$ cat src/rtl/core/cvs_ram.sv
// generic single write port, single read port ram with registered read
// no dependencies
module cvs_ram #(
    parameter int WIDTH = 16,
    parameter int DEPTH = 64,
    localparam int AW = (DEPTH > 1) ? $clog2(DEPTH) : 1
) (
    input  logic             i_clk,
    input  logic             i_we,
    input  logic [AW-1:0]    i_waddr,
    input  logic [WIDTH-1:0] i_wdata,
    input  logic [AW-1:0]    i_raddr,
    output logic [WIDTH-1:0] o_rdata
);
    logic [WIDTH-1:0] r_mem [DEPTH];
    logic [WIDTH-1:0] r_rdata;

    always_ff @(posedge i_clk) begin
        if (i_we) begin
            r_mem[i_waddr] <= i_wdata;
        end
        r_rdata <= r_mem[i_raddr];
    end

    assign o_rdata = r_rdata;
endmodule

$ cat config.mk
export PLATFORM = sky130hd
export DESIGN_NAME = cvs_ram
export DESIGN_NICKNAME = d
export VERILOG_FILES = /design/src/rtl/core/cvs_ram.sv
export SDC_FILE = /design/constraint.sdc
export NUM_CORES = 1
export LEC_CHECK = 0
export BUFFER_PORTS_ARGS = -buffer_cell sky130_fd_sc_hd__clkbuf_2
export CAP_MARGIN = 15
export CORE_MARGIN = 8
export CORE_UTILIZATION = 45
export CTS_BUF_LIST = sky130_fd_sc_hd__clkbuf_4
export DETAILED_ROUTE_END_ITERATION = 10
export GPL_TIMING_DRIVEN = 0
export SYNTH_ARGS = -nofsm -noshare
export SYNTH_HDL_FRONTEND = slang
export SYNTH_SLANG_ARGS = --single-unit
$ cat constraint.sdc
create_clock -name i_clk -period 4.4 [get_ports i_clk]
set_input_delay 0.66 -clock i_clk [delete_from_list [all_inputs] [get_ports i_clk]]
set_output_delay 0.66 -clock i_clk [all_outputs]
set_load 0.1 [all_outputs]
# Yosys cells after proc, flatten, opt, wreduce, memory -nomap -nowiden
# Memories as Yosys holds them, arrays and structs flattened. A register that Yosys moved wholly into a read port is not among the register bits.
# Cells that the tools add are included.
# Widths: inputs -> output; s select.
dict set report totals {
  reg_bits 0
  ram_bits 1024
  input_bits 30
  out_inout_bits 16
  wordCells 3
  n_memories 1
}
dict set report op_classes {
  mux 2
}
# memory depth word_bits rd rd_clocked_by_memory_dff wr line
set memory_table {}
lappend memory_table {r_mem 64 16 1 1 1 15} ;# logic [WIDTH-1:0] r_mem [DEPTH];
# operator count
set ops {}
lappend ops {{$mux 1} 2}

# Depth between registers and ports, before layout
dict set report depth {
  word_depth 2
  mapped_depth 10
}

# Worst setup path after synthesis
# No wires, ideal clock.
dict set report synth_path {
  path_kind {in2reg}
  from {input i_waddr[3]}
  to {memory r_mem[48][0], enable pin}
  arrival_time_ns 2.286
  slack_ns 1.705
  path_stages 4
  path_buffers 1
  path_cell_list {clkbuf_1 nor2b_1 nand4b_1 nor3_1}
}
# item line
set synth_lines {}
lappend synth_lines {{start: declaration} 10} ;# input logic [AW-1:0] i_waddr,
lappend synth_lines {{end: declaration} 15}
# No word-level cell before the write port.

# Worst setup path after layout
dict set report layout_path {
  from {register r_rdata[13] (netlist: o_rdata[13]) (read register of r_mem)}
  to {output o_rdata[13]}
}
# item line
set layout_lines {}
lappend layout_lines {{start: declaration} 16} ;# logic [WIDTH-1:0] r_rdata;
lappend layout_lines {{end: declaration} 13} ;# output logic [WIDTH-1:0] o_rdata
# No word-level cell between the ends.

==> results.toml <==
[layout]
n_fill_cell = 6925
final_cells = 3555
register_area_um2 = 31100
fin_nets = 2247
multi_input_area_um2 = 8400
design_area_um2 = 46200
drive_gt1_frac = 0.379
syn_to_final_growth_pct = 15.3

[place]
dp_hpwl_um = 68800
dpl_cell_area_um2 = 42900
place_inst = 3099
gp_congestion = 0.840
io_buffers = 38

[yosys]
synth_seq_area_share = 0.776
synth_cells = 1829
synth.avg_cell_area_um2 = 21.9
yosysTopAreaCell = "edfxtp_1"
yosys-top-cells-area = "edfxtp_1, mux4_2, mux2i_1"
yosysMostFrequentCell = "edfxtp_1"
ys_ff_latch = 1040
yosysWarnings = 0
synth_edf_count = 1024
yosysTopAreaCellShare = 0.768
syn_nets = 1859
async_flop_share = 0
syn-cell-area_um2 = 40000
synth.distinct_cells = 43
ys.flop_type = "edfxtp_1"
yosys-top-cells-count = "edfxtp_1, mux4_2, mux2i_1, nor2_1, nand2_1"

[die]
dieArea_um2 = 98800
rows = 109
ioPinCount = 46
initial_core_util = 0.454
fp.dieW_um = 314
coreArea_um2 = 88200
dieHeight_um = 314

[global_route]
antenna_found_initial = 11
grt_pass1_wl_um = 149000
track_usage = 0.211
grt_overflow = 0
grt_pass1_vias = 21400
grt_max_degree = 65

[clock_network]
root_buffer = "clkbuf_4"
clockBufferDepth = 4
cts_hold_buf = 1
numCtsBuffers = 280
cts.repair.resized = 0
clkLatencyLatePin_ps = 1100
cts_setup_buffers = 0
cts_tree = "built"
clk_pin_slew_ps = 70
htreeDepth = 5
cts_sinks = 1040

[routing]
wl_um = 105000
drc_errors = 0
drtIter0Drc = 2302
dr.pass1.iters = 6
viasPerCell = 5.82
wl_per_cell_um = 29.4
detail-route-antenna-nets = 0
dr_total_vias = 20700

[worst_setup_path]
critPathKind = "flop to primary output"
critPathRequiredTime_ps = 3740
timing.rr.start = "r_mem[23][0]"
slowest_stage = "clkbuf_2"
cpLargestDelayFamily = "buffers and inverters"
end_kind = "primary output"
critPathMaxFanout = 1
startpoint = "o_rdata[13]"
critical-path-max-stage-delay_ps = 450
setup.worst_path.start_class = "flop"
worst-r2r-cell-count = 5
path_cells = "clkbuf_2"
worstPathArrival_ps = 1880
path_depth = 1
path_buf_inv = 1

[timing]
hold_viol = 0
min_period_ps = 2540
max_freq_ghz = 0.394
skew_ps = 64.1
slew_viol_final = 0
rsz0062_at_grt = "false"
tns_ps = 0
slew_headroom = 0.305
worstMarginPinSlew_ps = 1040
finalSetupViolCount = 0
min_period_over_period = 0.576

[worst_hold_path]
hp-class = "primary input to flop"
hp-start = "i_wdata[5]"
whs_path_depth = 1

[run_status]
status = "finished clean"

[pwr]
power_density_nw_per_um2 = 438
vdd_drop_max_mv = 0.248
power_leakage_nw = 15.0

[flow_run]
cap_violations = 0
[cell families (layout without fill, tap and decap cells)]
kind of cell / Yosys count / after routing / share of synthesized area
AO/OA/AOI/OAI: 129 / 129 / 0.0241
buffers and inverters: 104 / 658 / 0.0183
flip-flops: 1040 / 1040 / 0.776
multiplexers: 336 / 336 / 0.155
other: 0 / 7 / 0
AND/OR/NAND/NOR: 220 / 220 / 0.0265
[sequential cells by signal (all words and copies together) (netlist names)]
name	flops
r_mem	1024
o_rdata	16
[layout by cell type, fill, tap and decap left out, types with 10 or more instances in the layout]
master    netlist  final
edfxtp_1     1024   1024
clkbuf_4        1    389
mux4_2        220    220
mux2i_1        85     85
nor2_2          2     64
nand2_1        59     59
buf_8           3     50
clkinv_1        0     45
a22oi_1        39     39
buf_2          36     36
clkbuf_2        2     36
nor2b_1        30     30
mux2_2         27     27
clkbuf_1       24     24
nand3_1        24     24
buf_6          17     22
a21oi_1        17     17
a221oi_1       16     16
buf_12          5     16
dfxtp_1        16     16
buf_4          13     14
nand4_1        12     12
nor2_1         72     10
[layout make-up]
cell class / instances / share of cell area
clock buffer: 384 / 0.0624
tap: 1165 / 0.0316
timing repair buffer: 106 / 0.0278
antenna: 7 / 0.000379
sequential: 1040 / 0.673
multi-input combinational: 685 / 0.182
buffer: 104 / 0.0159
clock inverter: 64 / 0.00713
[worst paths after layout]
check / end / slack, ps
worst max-delay path: o_rdata[13] / 1860
worst min-delay path: r_mem[13][5] / 150
worst max register to register: o_rdata[0] / 1950
worst min register to register: o_rdata[9] / 880
[report_power, final]
group | switching (mW) | internal (mW) | total [mW] | leakage [nW]
Sequential | 0.0195 | 11.0 | 11.0 | 9.35
Clock | 3.75 | 4.18 | 7.93 | 1.94
Combinational | 0.884 | 0.404 | 1.29 | 3.68
[per-stage QoR]
stage          worst slack (ps)  hold slack (ps)  power, mW   util
4_1_cts                    1750             43.1       20.4  0.523
3_3_place_gp                171              881       12.4  0.472
3_5_place_dp                809              895       12.5  0.487
5_1_grt                    1760             91.8       20.9  0.523
2_1_floorplan              1710              750       11.9      -
6_report                   1860              147       20.2  0.523
[layer usage]
| metal | vias to the layer above | GRT usage | wire length, um |
|---|---|---|---|
| met5 | - | 0 | 72 |
| met1 | 10800 | 0.286 | 42900 |
| met2 | 983 | 0.332 | 50200 |
| met4 | 6 | 0.0839 | 3480 |
| li1 | 8651 | - | - |
| met3 | 208 | 0.0501 | 7940 |
Note: power is estimated with default switching activity, not from simulation.
