`src/rtl/core/cvs_pkg.sv`:
```
// shared types and codes of the cosine top-k vector search unit
// no dependencies; imported by every other file of the block but cvs_ram
package cvs_pkg;

    localparam int CNT_W = 17;

    typedef struct packed {
        logic [1:0]         cmd;
        logic signed [15:0] element_value;
        logic [31:0]        entry_id;
    } t_in;

    typedef struct packed {
        logic [2:0]  result_kind;
        logic [31:0] result_id;
        logic [15:0] result_distance;
        logic        last_result;
    } t_out;

    localparam logic [1:0] CMD_ADD   = 2'd0;
    localparam logic [1:0] CMD_QUERY = 2'd1;
    localparam logic [1:0] CMD_CLEAR = 2'd2;

    localparam logic [2:0] KIND_ADD_OK     = 3'd0;
    localparam logic [2:0] KIND_ADD_FULL   = 3'd1;
    localparam logic [2:0] KIND_NEIGHBOR   = 3'd2;
    localparam logic [2:0] KIND_NONE_FOUND = 3'd3;
    localparam logic [2:0] KIND_CLEARED    = 3'd4;

    localparam logic [1:0] REG_VLEN = 2'd0;
    localparam logic [1:0] REG_CAP  = 2'd1;
    localparam logic [1:0] REG_NBR  = 2'd2;

    localparam logic [15:0] DIST_ZERO_NORM = 16'hFFFF;
    localparam logic [17:0] DIST_SAT       = 18'd65534;
    localparam logic [17:0] COS_ONE        = 18'd32768;

    typedef enum logic [1:0] {
        JOB_ADD_OK,
        JOB_ADD_FULL,
        JOB_CLEAR,
        JOB_QUERY
    } t_job_op;

    typedef struct packed {
        t_job_op          op;
        logic [CNT_W-1:0] count;
    } t_job;

    typedef struct packed {
        logic idle;
        logic query_done;
    } t_back_sts;

endpackage

```
`src/rtl/core/cvs_fifo.sv`:
```
// two entry job queue between the front and the back
// depends on cvs_pkg
module cvs_fifo (
    input  logic          i_clk,
    input  logic          i_rst_n,
    input  logic          i_push,
    input  cvs_pkg::t_job i_job,
    output logic          o_full,
    input  logic          i_pop,
    output cvs_pkg::t_job o_job,
    output logic          o_empty
);
    import cvs_pkg::*;

    t_job       r_mem [2];
    logic       r_wp;
    logic       r_rp;
    logic [1:0] r_cnt;

    always_ff @(posedge i_clk) begin
        if (!i_rst_n) begin
            r_wp  <= 1'b0;
            r_rp  <= 1'b0;
            r_cnt <= 2'd0;
        end else begin
            if (i_push) begin
                r_wp <= ~r_wp;
            end
            if (i_pop) begin
                r_rp <= ~r_rp;
            end
            r_cnt <= r_cnt + {1'b0, i_push} - {1'b0, i_pop};
        end
    end

    always_ff @(posedge i_clk) begin
        if (i_push) begin
            r_mem[r_wp] <= i_job;
        end
    end

    assign o_job   = r_mem[r_rp];
    assign o_full  = (r_cnt == 2'd2);
    assign o_empty = (r_cnt == 2'd0);
endmodule

```
`config.mk`:
```
export PLATFORM = sky130hd
export DESIGN_NAME = cvs_fifo
export DESIGN_NICKNAME = d
export VERILOG_FILES = /design/src/rtl/core/cvs_pkg.sv /design/src/rtl/core/cvs_fifo.sv
export SDC_FILE = /design/constraint.sdc
export NUM_CORES = 1
export LEC_CHECK = 0
export BUFFER_PORTS_ARGS = -buffer_cell sky130_fd_sc_hd__buf_2
export CORE_UTILIZATION = 51
export CTS_CLUSTER_SIZE = 10
export DETAILED_ROUTE_END_ITERATION = 8
export PLACE_DENSITY = 0.78
export REMOVE_ABC_BUFFERS = 1
export SKIP_CTS_REPAIR_TIMING = 1
export SLEW_MARGIN = 10
export SYNTH_ARGS = -nofsm -noshare
export SYNTH_HDL_FRONTEND = slang
export SYNTH_SLANG_ARGS = --single-unit
```
`constraint.sdc`:
```
create_clock -name i_clk -period 2.09 [get_ports i_clk]
set_clock_uncertainty 0.1 [all_clocks]
set_input_delay 0.209 -clock i_clk [delete_from_list [all_inputs] [get_ports i_clk]]
set_output_delay 0.209 -clock i_clk [all_outputs]
set_load 0.01 [all_outputs]
```
## After elaboration in Yosys (flattened, before gate mapping)

Memory sizes are Yosys's and may differ from the RTL's. A register that Yosys moved wholly into a read port is not among the register bits.
Cells that the tools add are included.

- Eq/ne operators: 1
- Add/sub/neg operators: 2
- Reduce and logical (&&, ||, !) cells: 1
- Mux-type cells: 4
- Bitwise logic cells: 2

Operators by type and width:

| cell | number |
|---|---|
| $mux W1 | 4 |
| $add A2 B1 Y2 | 1 |
| $eq A2 B2 Y1 const B | 1 |
| $logic_not A2 Y1 | 1 |
| $not A1 Y1 | 2 |
| $sub A2 B1 Y2 | 1 |

- Bits in writable memories: 38
- Output and inout port bits: 21
- Memories kept: 1
- Bits in registers: 4
- Word-level logic and storage cells: 14
- Input bits: 23

Memories:

| memory | depth | width | rd ports | clocked after Yosys merged registers in | wr ports | RTL line | RTL |
|---|---|---|---|---|---|---|---|
| r_mem | 2 | 19 | 1 | 1 | 1 | cvs_fifo.sv:15 | `t_job r_mem [2];` |

## Logic depth before layout (Yosys ltp)

Gate-level depths: netlist of run 1.

- Depth in word-level cells: 3
- Depth in mapped cells: 6
- Depth with buffers taken out: 6

## Worst setup path before layout of run 1

Ideal clock, no wire load.

- Kind: reg2reg
- Start: register r_wp
- End: memory r_mem[0][0] in the netlist's numbering, enable pin
- Cell stages (with the launch flop): 2
- Data arrival time: 1.209 ns
- Clock period less this slack: 1.707 ns
- Data required time: 1.592 ns
- Path buffers: 0
- Setup slack: 0.383 ns
- Setup time: 0.398 ns
- Cells stage by stage: dfxtp_1 -> nor2b_1

RTL lines:

| what | RTL line | RTL |
|---|---|---|
| start: declaration | cvs_fifo.sv:16 | `logic r_wp;` |
| start signal: assignment | cvs_fifo.sv:27 | `r_wp <= ~r_wp;` |
| end: declaration | cvs_fifo.sv:15 |  |

Straight into the memory's write port.

==> flow_summary.ini, run 1 <==
[sta]
slew_violations = 0
finalSetupViolations = 0
slew_headroom_pct = 76.62
period_share_pct = 90.72
period_minus_slack_ns = 1.896
tightest_slew_ns = 0.3503
fin_setup_tns_ns = 0
finalHoldViolations = 0
grt_setup_unrepaired = false
hold_ws_ns = 0.1069
clock.fmax_mhz = 527.4

[logic_synthesis]
syn_avg_cell_area_um2 = 20.61
async_flop_share_pct = 0
synth_top_cells_by_count = edfxtp_1, mux2_4, mux2_2, dfxtp_1
synth_cells = 80
netlist_area_um2 = 1649
synth_top_area_share_pct = 69.20
yosys-top-cells-area = edfxtp_1, mux2_4, mux2_2
synth_edf_count = 38
ys_ff_latch = 43
synth_flop_cell = edfxtp_1
yosysTopAreaCell = edfxtp_1
yosysMostFrequentCell = edfxtp_1
ys_warn_count = 0
seq_area_frac_synth_pct = 75.27
synthDistinctLibCells = 14

[global_route]
grt_max_degree = 14
grt.overflow.total = 0
grt_pass1_wl_mm = 3.774
antenna_found_initial = 0
grt_pass1_vias = 837
grtUsageTotal_pct = 16.04

[route]
ant_nets = 0
viasPerCell = 4.636
drtPass1Iterations = 4
wl_mm = 2.680
post-route-drc-count = 0
drtIter0Drc = 8
vias = 918
wl_per_cell_um = 13.54

[worst_setup_path]
startpoint_type = flip-flop
r2r-end = r_cnt[1]
worstPathArrival_ns = 1.59
ff2ff_path_depth = 6
worstPathMaxFanout = 13
cp-end-kind = output port
reg2reg_from = r_cnt[0]
reg2reg_slack_ns = 0.70
required_ns = 1.78
crit_type = flip-flop to output port

[final_layout]
fillCellCount = 215
area_growth_syn_to_layout_pct = 32.78
layout.nets = 178
antenna-diode-count = 0
multi_input_comb_area_um2 = 371.6
drive_above_1_share_pct = 47.40
seq_area_um2 = 1241

[power]
p_per_area_nw_per_um2 = 759.4
ir_worst_vdd_v = 0.0005094
leakage_uw = 0.0008835

[floorplanning]
rows = 20
io_pins = 44
start_util_pct = 54.02
die_area_um2 = 3465
core-area_um2 = 3053
die_x_um = 58.87
die_h_um = 58.87

[cts]
numCtsBuffers = 5
clockRootBuffer = clkbuf_4
cts_buffer_depth = 2
cts_tree = built
insertion_delay_ns = 0.34
h-tree-depth = 2
cts.clk_slew.worst_paths_ns = 0.11
cts_num_sinks = 43

[place]
hpwl_mm = 1.725
gp_congestion = 0.6416
port_buffers = 43

[worst_hold_path]
worstHoldPathType = input port to flip-flop
hold_start = i_pop
hold_depth = 3
whs_endpoint = r_rp

[run]
cap_violations = 0

[status]
outcome = completed
## report_power, final
group | switching, uW | internal [uW]
logic | 114 | 166
registers | 24.3 | 990
clock network | 244 | 125
## worst max-delay path, cell delays in order (launching register included)
cell and delay, ns:
dfxtp_1 0.55, buf_12 0.21, mux2_2 0.35, buf_2 0.14
## routing by layer
| metal | global-route usage (%) | part of all wire [%] |
|---|---|---|
| met1 | 18.29 | 40 |
| met2 | 26.30 | 53 |
| met3 | 7.473 | 5.1 |
| met4 | 6.122 | 0.93 |
| met5 | 0 | 0 |
## kinds of logic after synthesis
family / synth area share [%]
and+or+nand+nor: 3.262
buffers and inverters: 2.352
xor gates and xnor gates: 1.897
AOI/OAI and AO/OA: 0.4554
adders and majority gates: 1.517
muxes: 15.25
DFF: 75.27
## stage by stage
| step | setup slack, ns | total power, uW | area [um2] | instances | utilization, % |
|---|---|---|---|---|---|
| after floorplan | 0.3828 | 1177 | 1618 | 78 | - |
| after global placement | 0.6092 | 1274 | 1941 | 170 | 63.57 |
| after detailed placement | 0.5687 | 1287 | 1941 | 170 | 63.57 |
| after CTS | 0.1652 | 1650 | 1989 | 178 | 65.16 |
| after global routing | 0.1028 | 1741 | 2190 | 198 | 71.72 |
| final | 0.1941 | 1663 | 2190 | 198 | 71.72 |
## layout by cell type (no fill, tap or decap)
| master | instances |
|---|---|
| clkbuf_4 | 5 |
| buf_12 | 1 |
| nor2_1 | 1 |
| dlygate4sd3_1 | 20 |
| xnor3_1 | 1 |
| inv_1 | 2 |
| ha_1 | 2 |
| dfxtp_1 | 5 |
| edfxtp_1 | 38 |
| and2_1 | 4 |
| nor2b_1 | 3 |
| xor2_1 | 1 |
| o21a_1 | 1 |
| clkinv_1 | 2 |
| mux2_2 | 9 |
| nor2b_2 | 1 |
| clkbuf_1 | 1 |
| buf_4 | 4 |
| buf_2 | 43 |
| mux2_4 | 10 |
## worst max-delay path by stage
stage / end / slack [ns] / cells past startpoint
2_1_floorplan: r_mem[0][0] / 0.38 / 1
3_3_place_gp: o_job[2] / 0.61 / 3
3_5_place_dp: o_job[2] / 0.57 / 3
4_1_cts: o_job[2] / 0.17 / 3
5_1_grt: o_job[2] / 0.10 / 3
6_report: o_job[2] / 0.19 / 3
## registers in the layout, indices dropped and copies added, names as in the netlist, named ones only
signal,count
r_mem,38
r_cnt,2
r_rp,1
r_wp,1
## final cells by class
class	instances	area share, %
clock buffers	6	1.886
clock inverters	2	0.3429
inverters	2	0.3429
multi-input cells	33	16.97
flip-flops and latches	43	56.69
well taps	44	2.514
repair buffers	68	21.26
No activity file was read; power rests on OpenSTA's default activity.
==> run 2: changes to the inputs <==
--- a/config.mk
+++ b/config.mk
@@ -6,10 +6,11 @@
 export NUM_CORES = 1
 export LEC_CHECK = 0
 export BUFFER_PORTS_ARGS = -buffer_cell sky130_fd_sc_hd__buf_2
-export CORE_UTILIZATION = 51
+export CAP_MARGIN = 20
+export CORE_UTILIZATION = 55
 export CTS_CLUSTER_SIZE = 10
 export DETAILED_ROUTE_END_ITERATION = 8
-export PLACE_DENSITY = 0.78
+export PLACE_DENSITY = 0.83
 export REMOVE_ABC_BUFFERS = 1
 export SKIP_CTS_REPAIR_TIMING = 1
 export SLEW_MARGIN = 10
==> constraint.sdc (replaced) <==
create_clock -name i_clk -period 2.32 [get_ports i_clk]
set_clock_uncertainty 0.1 [all_clocks]
set_input_delay 0.232 -clock i_clk [delete_from_list [all_inputs] [get_ports i_clk]]
set_output_delay 0.232 -clock i_clk [all_outputs]
set_load 0.01 [all_outputs]
==> flow_summary.ini, run 2 (same netlist as run 1, synthesis figures left out) <==
[worst_setup_path]
crit_type = flip-flop to output port
worstPathCellList = buf_4 > mux2_2 > buf_2
crit_path_top_delay_cell = dfxtp_1
cp-end-kind = output port
worstPathArrival_ns = 1.40
cp_slowest_stage_delay_ns = 0.35
path_delay_family = buffers and inverters
worstPathMaxFanout = 10
path_buf_inv = 2
required_ns = 1.99
startpoint_type = flip-flop

[route]
post-route-drc-count = 4
viasPerCell = 4.880
drtIter0Drc = 30
drtPass1Iterations = 6
vias = 893
wl_mm = 2.524
wl_per_cell_um = 13.79
ant_nets = 0

[sta]
clock.fmax_mhz = 576.2
setup_slack_ns = 0.5844
slew_violations = 0
grt_setup_unrepaired = false
slew_headroom_pct = 66.28
fin_setup_tns_ns = 0
tightest_slew_ns = 0.5035
period_minus_slack_ns = 1.736
finalHoldViolations = 0
finalSetupViolations = 0
period_share_pct = 74.81

[place]
dpl.cell_count = 156
gp_congestion = 0.6415
port_buffers = 43
dpl_worst_slack_ns = 0.7850

[power]
total_power_uw = 1504
p_sw_uw = 353.4
p_clk_share_pct = 23.3
p_per_area_nw_per_um2 = 698.9
leakage_uw = 0.0008704
seq_power_share_pct = 60.4
combPwrFrac_pct = 16.3
switching_share_pct = 23.50
p_int_uw = 1151
ir_worst_vdd_v = 0.0005523

[global_route]
grt.overflow.total = 0
grt_max_degree = 15
grt_pass1_vias = 826
grt_pass1_wl_mm = 3.588
antenna_found_initial = 0
grtUsageTotal_pct = 15.58

[cts]
insertion_delay_ns = 0.34
cts_tree = built
cts.clk_slew.worst_paths_ns = 0.12
h-tree-depth = 2
cts_num_sinks = 43
numCtsBuffers = 5
cts_buffer_depth = 2
clockRootBuffer = clkbuf_4

[final_layout]
antenna-diode-count = 0
drive_above_1_share_pct = 49.34
reg_top3 = r_mem x38, r_cnt x2
fillCellCount = 184
regMostFlops = r_mem
area_growth_syn_to_layout_pct = 30.50
largest_register_ffs = 38
layoutNonFillerInstCount = 183
layout_commonest_cell = buf_2
layout.nets = 176
final_cell_mix = buf_2, edfxtp_1, dlygate4sd3_1, mux2_4, mux2_2

[floorplanning]
rows = 19
die_area_um2 = 3221
core-area_um2 = 2805
start_util_pct = 58.79
die_h_um = 56.76
io_pins = 44
die_x_um = 56.76

[worst_hold_path]
worstHoldPathType = input port to flip-flop

[run]
cap_violations = 0

[status]
violations = DRC
outcome = finished with violations
## run 2: cell type report
class,instances,area (um2),share of cell area (%)
well taps,31,38.79,1.802
clock buffers,5,37.54,1.744
multi-input cells,33,371.6,17.27
clock inverters,3,20.02,0.9302
inverters,2,7.507,0.3488
repair buffers,66,435.4,20.23
flip-flops and latches,43,1241,57.67
## run 2: worst reg2reg max path, cell delays in order, from the launching register on
cell and delay [ns]:
dfxtp_1 0.38, and2_1 0.42, buf_4 0.28
## run 2: path summary, 6_finish.rpt
path / startpoint / to / slack [ns] / cells after the start
hold / removal: i_rst_n / r_rp / 0.04 / 2
setup reg to reg: r_wp / r_mem[1][9] / 0.85 / 2
hold reg to reg: r_rp / r_rp / 0.49 / 2
setup / recovery: flip-flop / o_job[1] / 0.58 / 3
## run 2: routing by layer
metal | GRT usage [%] | routed length (um)
met1 | 16.64 | 990
met2 | 27.21 | 1437
met5 | 0 | 0
met3 | 6.452 | 96
met4 | 6.272 | 0
## run 2: power by group through the flow
stage,clock network [uW],registers (uW),logic (uW)
finish,350,909,245
global route,394,913,267
CTS,359,909,223
detailed placement,0,927,223
global placement,0,925,218
floorplan,0,933,127
## run 2: metrics by stage
step | util (%) | hold slack (ns) | cell area [um2]
6_report | 76.72 | 0.03950 | 2152
5_1_grt | 76.72 | 0.03354 | 2152
4_1_cts | 69.94 | -0.04899 | 1962
3_5_place_dp | 67.89 | 0.3241 | 1904
3_3_place_gp | 67.89 | 0.3191 | 1904
2_1_floorplan | - | 0.2309 | 1618
