## src/rtl/core/cvs_pkg.sv

```systemverilog
// shared types and codes of the cosine top-k vector search unit
// no dependencies; imported by every other file of the block but cvs_ram
package cvs_pkg;

    localparam int CNT_W = 17;

    typedef struct packed {
        logic [1:0]         cmd;
        logic signed [15:0] element_value;
        logic [31:0]        entry_id;
    } t_in;

    typedef struct packed {
        logic [2:0]  result_kind;
        logic [31:0] result_id;
        logic [15:0] result_distance;
        logic        last_result;
    } t_out;

    localparam logic [1:0] CMD_ADD   = 2'd0;
    localparam logic [1:0] CMD_QUERY = 2'd1;
    localparam logic [1:0] CMD_CLEAR = 2'd2;

    localparam logic [2:0] KIND_ADD_OK     = 3'd0;
    localparam logic [2:0] KIND_ADD_FULL   = 3'd1;
    localparam logic [2:0] KIND_NEIGHBOR   = 3'd2;
    localparam logic [2:0] KIND_NONE_FOUND = 3'd3;
    localparam logic [2:0] KIND_CLEARED    = 3'd4;

    localparam logic [1:0] REG_VLEN = 2'd0;
    localparam logic [1:0] REG_CAP  = 2'd1;
    localparam logic [1:0] REG_NBR  = 2'd2;

    localparam logic [15:0] DIST_ZERO_NORM = 16'hFFFF;
    localparam logic [17:0] DIST_SAT       = 18'd65534;
    localparam logic [17:0] COS_ONE        = 18'd32768;

    typedef enum logic [1:0] {
        JOB_ADD_OK,
        JOB_ADD_FULL,
        JOB_CLEAR,
        JOB_QUERY
    } t_job_op;

    typedef struct packed {
        t_job_op          op;
        logic [CNT_W-1:0] count;
    } t_job;

    typedef struct packed {
        logic idle;
        logic query_done;
    } t_back_sts;

endpackage

```

## src/rtl/core/cvs_front.sv

```systemverilog
// front: takes transactions, writes stores, queues one job per finished vector or clear
// depends on cvs_pkg
module cvs_front #(
    parameter int MAX_VECTORS = 256,
    parameter int MAX_DIM = 64,
    localparam int IW = (MAX_DIM > 1) ? $clog2(MAX_DIM) : 1,
    localparam int LW = $clog2(MAX_DIM + 1),
    localparam int RW = (MAX_VECTORS > 1) ? $clog2(MAX_VECTORS) : 1,
    localparam int CW = $clog2(MAX_VECTORS + 1),
    localparam int VD = MAX_VECTORS * MAX_DIM,
    localparam int VAW = (VD > 1) ? $clog2(VD) : 1
) (
    input  logic               i_clk,
    input  logic               i_rst_n,
    input  logic               i_start,
    output logic               o_busy,
    input  cvs_pkg::t_in       i_item,
    input  logic [LW-1:0]      i_len,
    input  logic [CW-1:0]      i_cap,
    output logic               o_vec_we,
    output logic [VAW-1:0]     o_vec_addr,
    output logic               o_id_we,
    output logic [RW-1:0]      o_id_addr,
    output logic               o_q_we,
    output logic [IW-1:0]      o_q_addr,
    output logic               o_push,
    output cvs_pkg::t_job      o_job,
    input  logic               i_full,
    input  cvs_pkg::t_back_sts i_sts,
    output logic [CW-1:0]      o_count
);
    import cvs_pkg::*;

    logic [IW-1:0] r_idx;
    logic [CW-1:0] r_cnt;
    logic          r_qpend;

    logic          w_acc;
    logic [LW-1:0] w_pos;
    logic          w_final;
    logic          w_full;
    logic          w_elem;

    assign o_busy  = i_full | r_qpend;
    assign w_acc   = i_start & ~o_busy;
    assign w_pos   = (LW'(r_idx) >= i_len) ? (i_len - LW'(1)) : LW'(r_idx);
    assign w_final = (w_pos == i_len - LW'(1));
    assign w_full  = (r_cnt >= i_cap);
    assign w_elem  = (i_item.cmd == CMD_ADD) || (i_item.cmd == CMD_QUERY);

    assign o_vec_we   = w_acc && (i_item.cmd == CMD_ADD) && !w_full;
    assign o_vec_addr = VAW'(r_cnt) * VAW'(MAX_DIM) + VAW'(w_pos);
    assign o_id_we    = w_acc && (i_item.cmd == CMD_ADD) && w_final && !w_full;
    assign o_id_addr  = RW'(r_cnt);
    assign o_q_we     = w_acc && (i_item.cmd == CMD_QUERY);
    assign o_q_addr   = IW'(w_pos);
    assign o_push     = w_acc && ((i_item.cmd == CMD_CLEAR) || (w_elem && w_final));
    assign o_count    = r_cnt;

    always_comb begin
        o_job.count = CNT_W'(r_cnt);
        priority if (i_item.cmd == CMD_CLEAR) begin
            o_job.op = JOB_CLEAR;
        end else if (i_item.cmd == CMD_QUERY) begin
            o_job.op = JOB_QUERY;
        end else if (w_full) begin
            o_job.op = JOB_ADD_FULL;
        end else begin
            o_job.op = JOB_ADD_OK;
        end
    end

    always_ff @(posedge i_clk) begin
        if (!i_rst_n) begin
            r_idx   <= '0;
            r_cnt   <= '0;
            r_qpend <= 1'b0;
        end else begin
            if (i_sts.query_done) begin
                r_qpend <= 1'b0;
            end
            if (w_acc) begin
                if (i_item.cmd == CMD_CLEAR) begin
                    r_idx <= '0;
                    r_cnt <= '0;
                end else if (w_elem) begin
                    r_idx <= w_final ? '0 : IW'(w_pos + LW'(1));
                    if (w_final && (i_item.cmd == CMD_ADD) && !w_full) begin
                        r_cnt <= r_cnt + CW'(1);
                    end
                    if (w_final && (i_item.cmd == CMD_QUERY)) begin
                        r_qpend <= 1'b1;
                    end
                end
            end
        end
    end
endmodule

```

## config.mk

```make
export PLATFORM = sky130hd
export DESIGN_NAME = cvs_front
export DESIGN_NICKNAME = d
export VERILOG_FILES = /design/src/rtl/core/cvs_pkg.sv /design/src/rtl/core/cvs_front.sv
export SDC_FILE = /design/constraint.sdc
export NUM_CORES = 1
export LEC_CHECK = 0
export BUFFER_PORTS_ARGS = -buffer_cell sky130_fd_sc_hd__buf_2
export CAP_MARGIN = 20
export CORE_MARGIN = 2
export CORE_UTILIZATION = 46
export CTS_CLUSTER_DIAMETER = 150
export DETAILED_ROUTE_END_ITERATION = 10
export PLACE_DENSITY_LB_ADDON = 0.1
export SKIP_LAST_GASP = 1
export SYNTH_ARGS = -nofsm -noshare
export SYNTH_HDL_FRONTEND = slang
export SYNTH_SLANG_ARGS = --single-unit
```

## constraint.sdc

```tcl
create_clock -name i_clk -period 9.05 [get_ports i_clk]
set_clock_uncertainty 0.15 [all_clocks]
set_input_delay 1.3575 -clock i_clk [delete_from_list [all_inputs] [get_ports i_clk]]
set_output_delay 1.3575 -clock i_clk [all_outputs]
set_load 0.01 [all_outputs]
```

* After elaboration in Yosys (flattened, before gate mapping) *
Cells that the tools add are included.

word-level totals
  register bits after elaboration = 16

cells by class
  add/sub/neg operators = 4
  magnitude comparators = 2
  eq/ne operators = 3
  multiplexer cells = 15
  bitwise logic cells = 3
  reduce and logical (&&, ||, !) cells = 18

operator list
  cell                   number
  $mux W9                3
  $mux W6                3
  $add A14 B7 Y14        1
  $logic_and A1 B1 Y1    10
  $add A9 B1 Y9 const B  1
  $ge A9 B9 Y1           1
  $eq A7 B7 Y1           1
  $ge A6 B7 Y1           1
  $mux W7                1
  $sub A7 B1 Y7 const B  1
  $add A6 B1 Y6 const B  1
  $mux W1                6
  $mux W2                2
  $reduce_bool A2 Y1     2
  $reduce_and A3 Y1      1
  $eq A2 B1 Y1 const B   1
  $eq A2 B2 Y1 const B   1
  $logic_not A2 Y1       1
  $logic_or A1 B1 Y1     2
  $reduce_and A2 Y1      1
  $and A1 B1 Y1          1
  $logic_not A1 Y1       1
  $not A1 Y1             1
  $or A1 B1 Y1           1

* Longest topological paths before layout *
Gate-level depths: netlist (run 1).

  depth after elaboration = 8
  mapped depth = 15
  gate-level depth less buffers = 14

* Worst setup path after synthesis (run 1) *
Ideal clock, no wire load.

  path type = input to output
  from = in i_len[3]
  to = out o_vec_addr[12]
  arrival time = 3.379 ns
  setup slack = 4.163 ns
  stages on the path = 11
  cell sequence = inv_1 -> ha_1 -> and4b_1 -> a21oi_1 -> clkbuf_1 -> nor2_1 -> ha_1 -> ha_1 -> nand3_1 -> nor2_1 -> xor2_1

on the way
  longest elaborated chain between the ends = 3
  elaborated cells between the ends (all ways) = 4
  those cells by class = add/sub (2); order compare (1); mux (1)

ends and longest elaborated chain
  element                                        RTL line         RTL
  start: declaration                             cvs_front.sv:18  input logic [LW-1:0] i_len,
  $sub A7 B1 Y7 or $ge A6 B7 Y1 (tied branches)  cvs_front.sv:46  assign w_pos = (LW'(r_idx) >= i_len) ? (i_len - LW'(1)) : LW'(r_idx);
  $mux W7 *                                      cvs_front.sv:46
  $add A14 B7 Y14 *                              cvs_front.sv:52  assign o_vec_addr = VAW'(r_cnt) * VAW'(MAX_DIM) + VAW'(w_pos);
  end: declaration                               cvs_front.sv:21  output logic [VAW-1:0] o_vec_addr,

Every way passes the cells marked *; elsewhere a longest branch is shown, timed or not.

* Worst setup path in the final report (run 1) *
  from = in i_len[0]
  to = out o_push

on the way
  longest elaborated chain between the ends = 6
  elaborated cells between the ends (all ways) = 7
  those cells by class = add/sub (1); order compare (1); eq/ne (1); mux (1); reduce/logical (3)

ends and longest elaborated chain
  element                                        RTL line                          RTL
  $sub A7 B1 Y7 or $ge A6 B7 Y1 (tied branches)  cvs_front.sv:46, cvs_front.sv:47
  $mux W7                                        cvs_front.sv:46
  $eq A7 B7 Y1 *                                 cvs_front.sv:47                   assign w_final = (w_pos == i_len - LW'(1));
  $logic_and A1 B1 Y1 *                          cvs_front.sv:57                   assign o_push = w_acc && ((i_item.cmd == CMD_CLEAR) || (w_elem && w_final));
  $logic_or A1 B1 Y1 *                           cvs_front.sv:57
  $logic_and A1 B1 Y1 *                          cvs_front.sv:57
  end: declaration                               cvs_front.sv:26                   output logic o_push,

Marks and branches as above.

==> results of run 1 <==
[cell usage in the layout (no fill, tap or decap), types with 2 or more instances in the layout]
cell,synthesis,layout
or3_1,2,2
nor2b_1,5,5
nand3_1,12,12
nand2_1,11,11
dfxtp_1,16,16
mux2_2,3,3
o21ai_0,13,13
nand4_1,3,3
a22oi_1,3,3
inv_1,19,19
xnor2_1,11,11
a31oi_1,3,3
o21a_1,7,7
xor2_1,9,9
a21boi_1,4,4
a211oi_1,2,2
buf_2,0,75
a21oi_1,6,6
nor2_1,18,18
conb_1,1,8
clkbuf_8,0,4
or4_1,3,3
nand2b_1,2,2
nor4b_1,4,4
and3_1,5,5
a21boi_0,4,4
ha_1,24,24
nor3_1,6,6
nand3b_1,3,3
[logic make-up after synthesis]
logic type	after synthesis
other	1
XOR/XNOR	21
buffers and inverters	60
adder cells (fa/ha/maj)	24
flip-flops	16
multiplexers	4
AND/OR/NAND/NOR	80
AO/OA/AOI/OAI	49
[worst max path at each step]
stage	from	endpoint	depth (start not counted)
2_1_floorplan	i_len[3]	o_vec_addr[12]	11
3_3_place_gp	i_len[0]	o_push	10
3_5_place_dp	i_len[0]	o_push	10
4_1_cts	i_len[0]	o_push	10
5_1_grt	i_len[0]	o_push	10
6_report	i_len[0]	o_push	10
[area by class of cell]
| type | count | area, µm² | area share, % |
|---|---|---|---|
| Inverter | 19 | 71.3 | 3.14 |
| Multi-Input combinational cell | 186 | 1380 | 60.6 |
| Tap cell | 52 | 65.1 | 2.86 |
| Timing Repair Buffer | 76 | 383 | 16.8 |
| Sequential cell | 16 | 320 | 14.1 |
| Clock buffer | 4 | 55.1 | 2.42 |
[worst register-to-register path, delay by kind of cell, from the launching register on]
family	cells	cell delay [ps]
flops	1	410
simple gates	3	420
fa+ha+maj	2	580
mux	1	180
xor+xnor	1	160
buf+inv	2	260
compound gates	5	860
[power groups by stage]
stage	logic [mW]	registers, mW	clock network, mW
finish	0.0397	0.0718	0.0653
global route	0.0453	0.0719	0.0708
CTS	0.0401	0.0718	0.0664
detailed placement	0.0398	0.0734	0
global placement	0.0393	0.0734	0
floorplan	0.0302	0.0732	0
[per-layer routing]
metal / up-vias / track usage, %
li1: 943 / -
met1: 784 / 25.1
met2: 59 / 26.4
met3: 4 / 3.32
met4: 0 / 3.21
met5: - / 0
[metrics by stage]
step           worst slack [ps]  power, mW
3_5_place_dp               3840      0.113
5_1_grt                    3680      0.188
3_3_place_gp               3840      0.113
2_1_floorplan              4160      0.103
6_report                   3850      0.177
4_1_cts                    3830      0.178
[flip-flops by register name, indices dropped and copies added, names as in the netlist]
| register | flops |
|---|---|
| o_count | 9 |
| r_idx | 6 |
| r_qpend | 1 |
==> results.sh, run 1 <==
export IMPL_wl_met2_um=1770
export IMPL_drv_slew=0
export IMPL_cpPeakStageDelay_ps=580
export IMPL_ant_nets=0
export IMPL_power_per_cell_area_mw_per_mm2=77.8
export IMPL_dp_hpwl_um=3240
export IMPL_critPathArrivalTime_ps=3690
export IMPL_diodes=0
export IMPL_dr_max_layer_used="met4"
export IMPL_finalCritPeriodShare_pct=57.4
export IMPL_worst_pin_slew_ps=660
export IMPL_cts_htree_levels=1
export IMPL_synth_edf_count=0
export IMPL_clock_latency_ps=250
export IMPL_placed_cell_area_mm2=0.00222
export IMPL_synth_top_family_by_area="simple AND/OR/NAND/NOR gates"
export IMPL_drc=0
export IMPL_wl_per_cell_um=11.8
export IMPL_critical_path_most_common_cell="buf_2"
export IMPL_vias=1790
export IMPL_crit_path_cell_trace="buf_2, inv_1, ha_1, or3b_1, o31ai_4, o2111ai_2, o41ai_4, nor2_1, a211oi_1, buf_2"
export IMPL_synth_adder_area_share_pct=14.9
export IMPL_cpLargestDelayFamily="compound AO/OA/AOI/OAI gates"
export IMPL_cts_resized=0
export IMPL_setup_tns_ps=0
export IMPL_vias_per_cell=5.07
export IMPL_timing_rr_start="r_idx[0]$_SDFFE_PN0P_"
export IMPL_finalSetupViolCount=0
export IMPL_worstHoldPathCells=2
export IMPL_status="finished clean"
export IMPL_fmax_mhz=192
export IMPL_start_kind="input port"
export IMPL_cts_buffers=3
export IMPL_synth_top_area_share_pct=15.8
export IMPL_gp_congestion=0.746
export IMPL_synth_xor_area_share_pct=9.78
export IMPL_required_ps=7540
export IMPL_path_buf_inv=3
export IMPL_min_from="r_qpend$_SDFF_PN0_"
export IMPL_track_usage_pct=17.2
export IMPL_swShare_pct=28.7
export IMPL_maxCapViolCount=0
export IMPL_core_mm2=0.00429
export IMPL_p_clk_share_pct=36.9
export IMPL_drtIter0Drc=81
export IMPL_nets=398
export IMPL_ios=133
export IMPL_yosysWarningCount=0
export IMPL_fillCellCount=430
export IMPL_die_area_mm2=0.00494
export IMPL_slowest_stage="o41ai_4"
export IMPL_clk_pin_slew_ps=70
export IMPL_wl_met3_um=260
export IMPL_first_pass_iters=4
export IMPL_io_buffers=75
export IMPL_die_h_um=70.3
export IMPL_holdWs_ps=335
export IMPL_finalCoreUtilization_pct=52.9
export IMPL_intPower_mw=0.126
export IMPL_cts_setup_buffers=0
export IMPL_yosys_top_cells_area="dfxtp_1, ha_1, buf_4"
export IMPL_clock_sinks=16
export IMPL_grt_start_max_net_pins=21
export IMPL_critPathCaptureType="primary output"
export IMPL_syn_instance_count=255
export IMPL_hp_class="flop to flop"
export IMPL_grt_pass1_vias=1603
export IMPL_synth_seq_cells=16
export IMPL_synthFlopType="dfxtp_1"
export IMPL_m1WireLength_um=2110
export IMPL_seq_area_frac_synth_pct=15.8
export IMPL_power_static_leakage_nw=1.22
export IMPL_rsz0062_at_grt="no"
export IMPL_finalHoldViolations=0
export IMPL_hold_path_end="r_qpend$_SDFF_PN0_"
export IMPL_area_delta_synth_final_pct=12.4
export IMPL_slew_headroom_pct=56.0
export IMPL_pwr_share_comb_pct=22.5
export IMPL_row_count=24
export IMPL_r2r_cells=14
export IMPL_rrSetupSlack_ps=5970
export IMPL_synth_mux_area_share_pct=2.17
export IMPL_drt_total_wl_um=4170
export IMPL_synthSimpleGateAreaFrac_pct=21.4
export IMPL_clock_path_buffers=2
export IMPL_start_util_pct=47.1
export IMPL_gr_total_overflow=0
export IMPL_peakVddDrop_mv=0.0982
export IMPL_synth_commonest_cells="buf_4, ha_1, inv_1"
export IMPL_postLayoutCellArea_mm2=0.00227
export IMPL_p_sw_mw=0.0507
export IMPL_cts_tree="built"
export IMPL_power_frac_seq_pct=40.6
export IMPL_place_inst=349
export IMPL_synthArstFlopShare_pct=0
export IMPL_grt_antenna_before_repair=0
export IMPL_chipWidth_um=70.3
export IMPL_synth_compound_area_share_pct=18.5
export IMPL_final_cells=353
export IMPL_worstSetupPathType="input port to primary output"
export IMPL_crit_fanout=6
export IMPL_netlist_area_mm2=0.00202
export IMPL_synth_avg_cell_area_um2=7.93
export IMPL_finalCriticalPeriod_ps=5200
export IMPL_grt_pass1_wl_um=7250
export IMPL_clock_root_buffer="clkbuf_8"
export IMPL_synth_top_area_cell="dfxtp_1"
export IMPL_synth_most_common_cell="buf_4"
export IMPL_ys_types=46
export IMPL_cts_hold_fix_buffers=0
export IMPL_reg2reg_to="r_idx[4]$_SDFFE_PN0P_"
export IMPL_drive_gt1_share_pct=29.2
Note: power is estimated with default switching activity, not from simulation.
==> inputs of run 2 (changes only) <==
CORE_UTILIZATION = 39   (was 46)
clock period = 4.7 ns   (was 9.05 ns; I/O delays follow)
==> results.sh, run 2 (synthesis results as in run 1) <==
export IMPL_drive_gt1_share_pct=29.2
export IMPL_clock_latency_ps=250
export IMPL_pwr_share_comb_pct=22.5
export IMPL_layout_commonest_cell="buf_2"
export IMPL_cts_setup_buffers=0
export IMPL_finalCriticalPeriod_ps=3900
export IMPL_power_frac_seq_pct=40.6
export IMPL_power_static_leakage_nw=1.22
export IMPL_intPower_mw=0.243
export IMPL_vias_per_cell=4.88
export IMPL_p_clk_share_pct=36.9
export IMPL_clock_path_buffers=2
export IMPL_gp_congestion=0.756
export IMPL_regArea_um2=320
export IMPL_die_h_um=76.0
export IMPL_worstSetupPathType="input port to primary output"
export IMPL_clock_root_buffer="clkbuf_8"
export IMPL_swShare_pct=28.7
export IMPL_first_pass_iters=4
export IMPL_grt_use_met3_pct=2.61
export IMPL_cts_tree="built"
export IMPL_fillCellCount=534
export IMPL_multi_input_area_mm2=0.00138
export IMPL_place_inst=367
export IMPL_grt_start_max_net_pins=21
export IMPL_start_kind="input port"
export IMPL_setup_tns_ps=0
export IMPL_cts_hold_fix_buffers=0
export IMPL_die_area_mm2=0.00578
export IMPL_core_mm2=0.00504
export IMPL_chipWidth_um=76.0
export IMPL_grt_pass1_wl_um=7370
export IMPL_gr_total_overflow=0
export IMPL_drv_slew=0
export IMPL_power_per_cell_area_mw_per_mm2=148
export IMPL_holdWs_ps=331
export IMPL_gr_usage_met1_pct=21.2
export IMPL_required_ps=3850
export IMPL_wl_per_cell_um=11.7
export IMPL_grt_pass1_vias=1585
export IMPL_ant_nets=0
export IMPL_busiest_layer="met2"
export IMPL_drc=0
export IMPL_worst_pin_slew_ps=687
export IMPL_hp_class="flop to flop"
export IMPL_rsz0062_at_grt="no"
export IMPL_drtIter0Drc=92
export IMPL_dp_hpwl_um=3360
export IMPL_cts_resized=0
export IMPL_row_count=26
export IMPL_start_util_pct=40.1
export IMPL_critPathArrivalTime_ps=3040
export IMPL_p_sw_mw=0.0977
export IMPL_nets=398
export IMPL_cts_buffers=3
export IMPL_largest_reg_flops=9
export IMPL_placed_cell_area_mm2=0.00224
export IMPL_cts_htree_levels=1
export IMPL_finalHoldViolations=0
export IMPL_drt_total_wl_um=4340
export IMPL_area_delta_synth_final_pct=13.6
export IMPL_critPathCaptureType="primary output"
export IMPL_crit_fanout=6
export IMPL_diodes=0
export IMPL_finalCritPeriodShare_pct=82.9
export IMPL_vias=1810
export IMPL_final_cells=371
export IMPL_finalSetupViolCount=0
export IMPL_grt_antenna_before_repair=0
export IMPL_ios=133
export IMPL_clock_sinks=16
export IMPL_maxCapViolCount=0
export IMPL_layout_common_cells="buf_2, ha_1, inv_1"
export IMPL_track_usage_pct=15.1
export IMPL_use_met2_pct=24.8
export IMPL_status="finished clean"
export IMPL_slew_headroom_pct=53.9
export IMPL_clk_pin_slew_ps=60
export IMPL_peakVddDrop_mv=0.135
export IMPL_io_buffers=75
export IMPL_postLayoutCellArea_mm2=0.00230
export IMPL_fmax_mhz=257
run 2: per-stage QoR:
stage                     power, mW  setup slack (ps)  util (%)
after detailed placement      0.219               787      44.4
after global routing          0.359               591      45.5
after global placement        0.218               773      44.4
after CTS                     0.344               770      45.5
final                         0.340               803      45.5
after floorplan               0.199              1120         -
run 2: final cells by class:
cell class	count	area share, %
Clock buffer	4	2.40
Inverter	19	3.11
Multi-Input combinational cell	186	60.1
Sequential cell	16	14.0
Tap cell	70	3.81
Timing Repair Buffer	76	16.7
run 2: final timing paths:
kind | start | end | slack [ps] | cells past startpoint
max reg2reg | r_idx[0]$_SDFFE_PN0P_ | r_idx[4]$_SDFFE_PN0P_ | 1610 | 14
min | r_qpend$_SDFF_PN0_ | r_qpend$_SDFF_PN0_ | 330 | 2
min reg2reg | r_qpend$_SDFF_PN0_ | r_qpend$_SDFF_PN0_ | 330 | 2
max | i_len[0] | o_push | 800 | 10
run 2: power groups by stage:
stage               combinational (mW)  clock (mW)  sequential (mW)
CTS                             0.0775       0.129            0.138
global route                    0.0869       0.134            0.139
global placement                0.0763           0            0.141
finish                          0.0765       0.126            0.138
floorplan                       0.0582           0            0.141
detailed placement              0.0770           0            0.141
run 2: metal layers:
layer,up-vias,wire length (µm)
met3,2,263
met5,-,0
li1,943,-
met2,62,1920
met4,0,18
met1,803,2140
run 2: worst max-delay path, cell delays in order:
cell,delay (ps)
buf_2,140
inv_1,60
ha_1,210
or3b_1,500
o31ai_4,240
o2111ai_2,160
o41ai_4,590
nor2_1,70
a211oi_1,190
buf_2,170
==> inputs of run 3 (changes only) <==
CORE_UTILIZATION = 43   (was 39)
clock period = 3.6 ns   (was 4.7 ns; I/O delays follow)
==> results.sh, run 3 (synthesis results as in run 1) <==
export IMPL_status="finished clean"
export IMPL_finalSetupViolCount=0
export IMPL_worst_pin_slew_ps=693
export IMPL_die_area_mm2=0.00527
export IMPL_start_kind="input port"
export IMPL_drc=0
export IMPL_critPathCaptureType="primary output"
export IMPL_finalHoldViolations=0
export IMPL_cts_tree="built"
export IMPL_power_frac_seq_pct=40.6
export IMPL_required_ps=2910
export IMPL_layout_common_cells="buf_2, ha_1, inv_1"
export IMPL_area_delta_synth_final_pct=14.0
export IMPL_finalCritPeriodShare_pct=93.5
export IMPL_peakVddDrop_mv=0.223
export IMPL_slew_headroom_pct=53.4
export IMPL_finalCriticalPeriod_ps=3370
export IMPL_gp_congestion=0.743
export IMPL_power_static_leakage_nw=1.24
export IMPL_setup_tns_ps=0
export IMPL_nets=402
export IMPL_power_per_cell_area_mw_per_mm2=193
export IMPL_clock_sinks=16
export IMPL_vias=1797
export IMPL_drive_gt1_share_pct=30.5
export IMPL_first_pass_iters=4
export IMPL_rsz0062_at_grt="no"
export IMPL_clock_root_buffer="clkbuf_8"
export IMPL_drt_total_wl_um=4240
export IMPL_largest_reg_flops=9
export IMPL_hp_class="flop to flop"
export IMPL_worstSetupPathType="input port to primary output"
export IMPL_p_clk_share_pct=36.4
export IMPL_grt_pass1_vias=1520
export IMPL_die_h_um=72.6
export IMPL_intPower_mw=0.319
export IMPL_maxCapViolCount=0
export IMPL_clock_path_buffers=2
export IMPL_start_util_pct=45.5
export IMPL_swShare_pct=28.3
export IMPL_cts_htree_levels=1
export IMPL_chipWidth_um=72.6
export IMPL_fmax_mhz=297
export IMPL_clock_latency_ps=250
export IMPL_ant_nets=0
export IMPL_clk_pin_slew_ps=70
export IMPL_diodes=0
export IMPL_gr_total_overflow=0
export IMPL_critPathArrivalTime_ps=2680
export IMPL_ios=133
export IMPL_row_count=24
export IMPL_dp_hpwl_um=3340
export IMPL_finalCoreUtilization_pct=51.9
export IMPL_wl_per_cell_um=11.9
export IMPL_cts_buffers=3
export IMPL_drv_slew=0
export IMPL_layout_commonest_cell="buf_2"
export IMPL_track_usage_pct=16.5
export IMPL_io_buffers=75
export IMPL_p_sw_mw=0.126
export IMPL_drtIter0Drc=164
export IMPL_grt_start_max_net_pins=21
export IMPL_vias_per_cell=5.03
export IMPL_core_mm2=0.00444
export IMPL_grt_antenna_before_repair=0
export IMPL_cts_hold_fix_buffers=0
export IMPL_holdWs_ps=340
export IMPL_crit_fanout=6
export IMPL_finalPower_mw=0.445
export IMPL_pwr_share_comb_pct=23.0
export IMPL_grt_pass1_wl_um=7090
-- run 3: timing repair --
| item | CTS | global route |
|---|---|---|
| setup buffers | 0 | 0 |
| setup endpoints to repair | 0 | 1 |
| gates resized for setup | 0 | 1 |
| endpoints found under the hold margin | 0 | 0 |
-- run 3: through the flow --
| step | cells | area [µm²] | setup WS [ps] |
|---|---|---|---|
| detailed placement | 353 | 2250 | 161 |
| finish | 357 | 2310 | 235 |
| global placement | 353 | 2250 | 152 |
| floorplan | 262 | 2050 | 310 |
| global route | 357 | 2310 | 71.0 |
| CTS | 357 | 2300 | 135 |
-- run 3: final timing paths --
kind | from | to | slack (ps) | cells past startpoint
max reg2reg | r_idx[0]$_SDFFE_PN0P_ | r_idx[4]$_SDFFE_PN0P_ | 520 | 14
min reg2reg | r_qpend$_SDFF_PN0_ | r_qpend$_SDFF_PN0_ | 340 | 2
min | r_qpend$_SDFF_PN0_ | r_qpend$_SDFF_PN0_ | 340 | 2
max | i_len[0] | o_push | 230 | 11
-- run 3: worst max-delay path: stages --
cell	delay [ps]
buf_2	140
inv_1	60
ha_1	150
or3b_4	440
xnor2_1	230
o2111ai_2	170
o41ai_4	360
buf_4	210
nor2_1	50
a211oi_1	170
buf_2	170
-- run 3: routing by layer --
metal / vias up / share of wire (%) / track usage, %
li1: 951 / - / -
met1: 785 / 52 / 25.3
met2: 59 / 43 / 24.7
met3: 2 / 5.1 / 2.90
met4: 0 / 0.31 / 1.85
met5: - / 0 / 0
-- run 3: power by group through the flow --
stage	Combinational [mW]	Sequential, mW	Clock, mW
final	0.103	0.181	0.162
after detailed placement	0.102	0.185	0
after floorplan	0.0760	0.184	0
after global routing	0.116	0.181	0.176
after CTS	0.103	0.181	0.168
after global placement	0.101	0.185	0
-- run 3: cell type report --
type	instances	area [µm²]
Tap cell	52	65.1
Timing Repair Buffer	80	413
Clock buffer	4	55.1
Inverter	19	71.3
Multi-Input combinational cell	186	1380
Sequential cell	16	320
Fill cell	456	2140
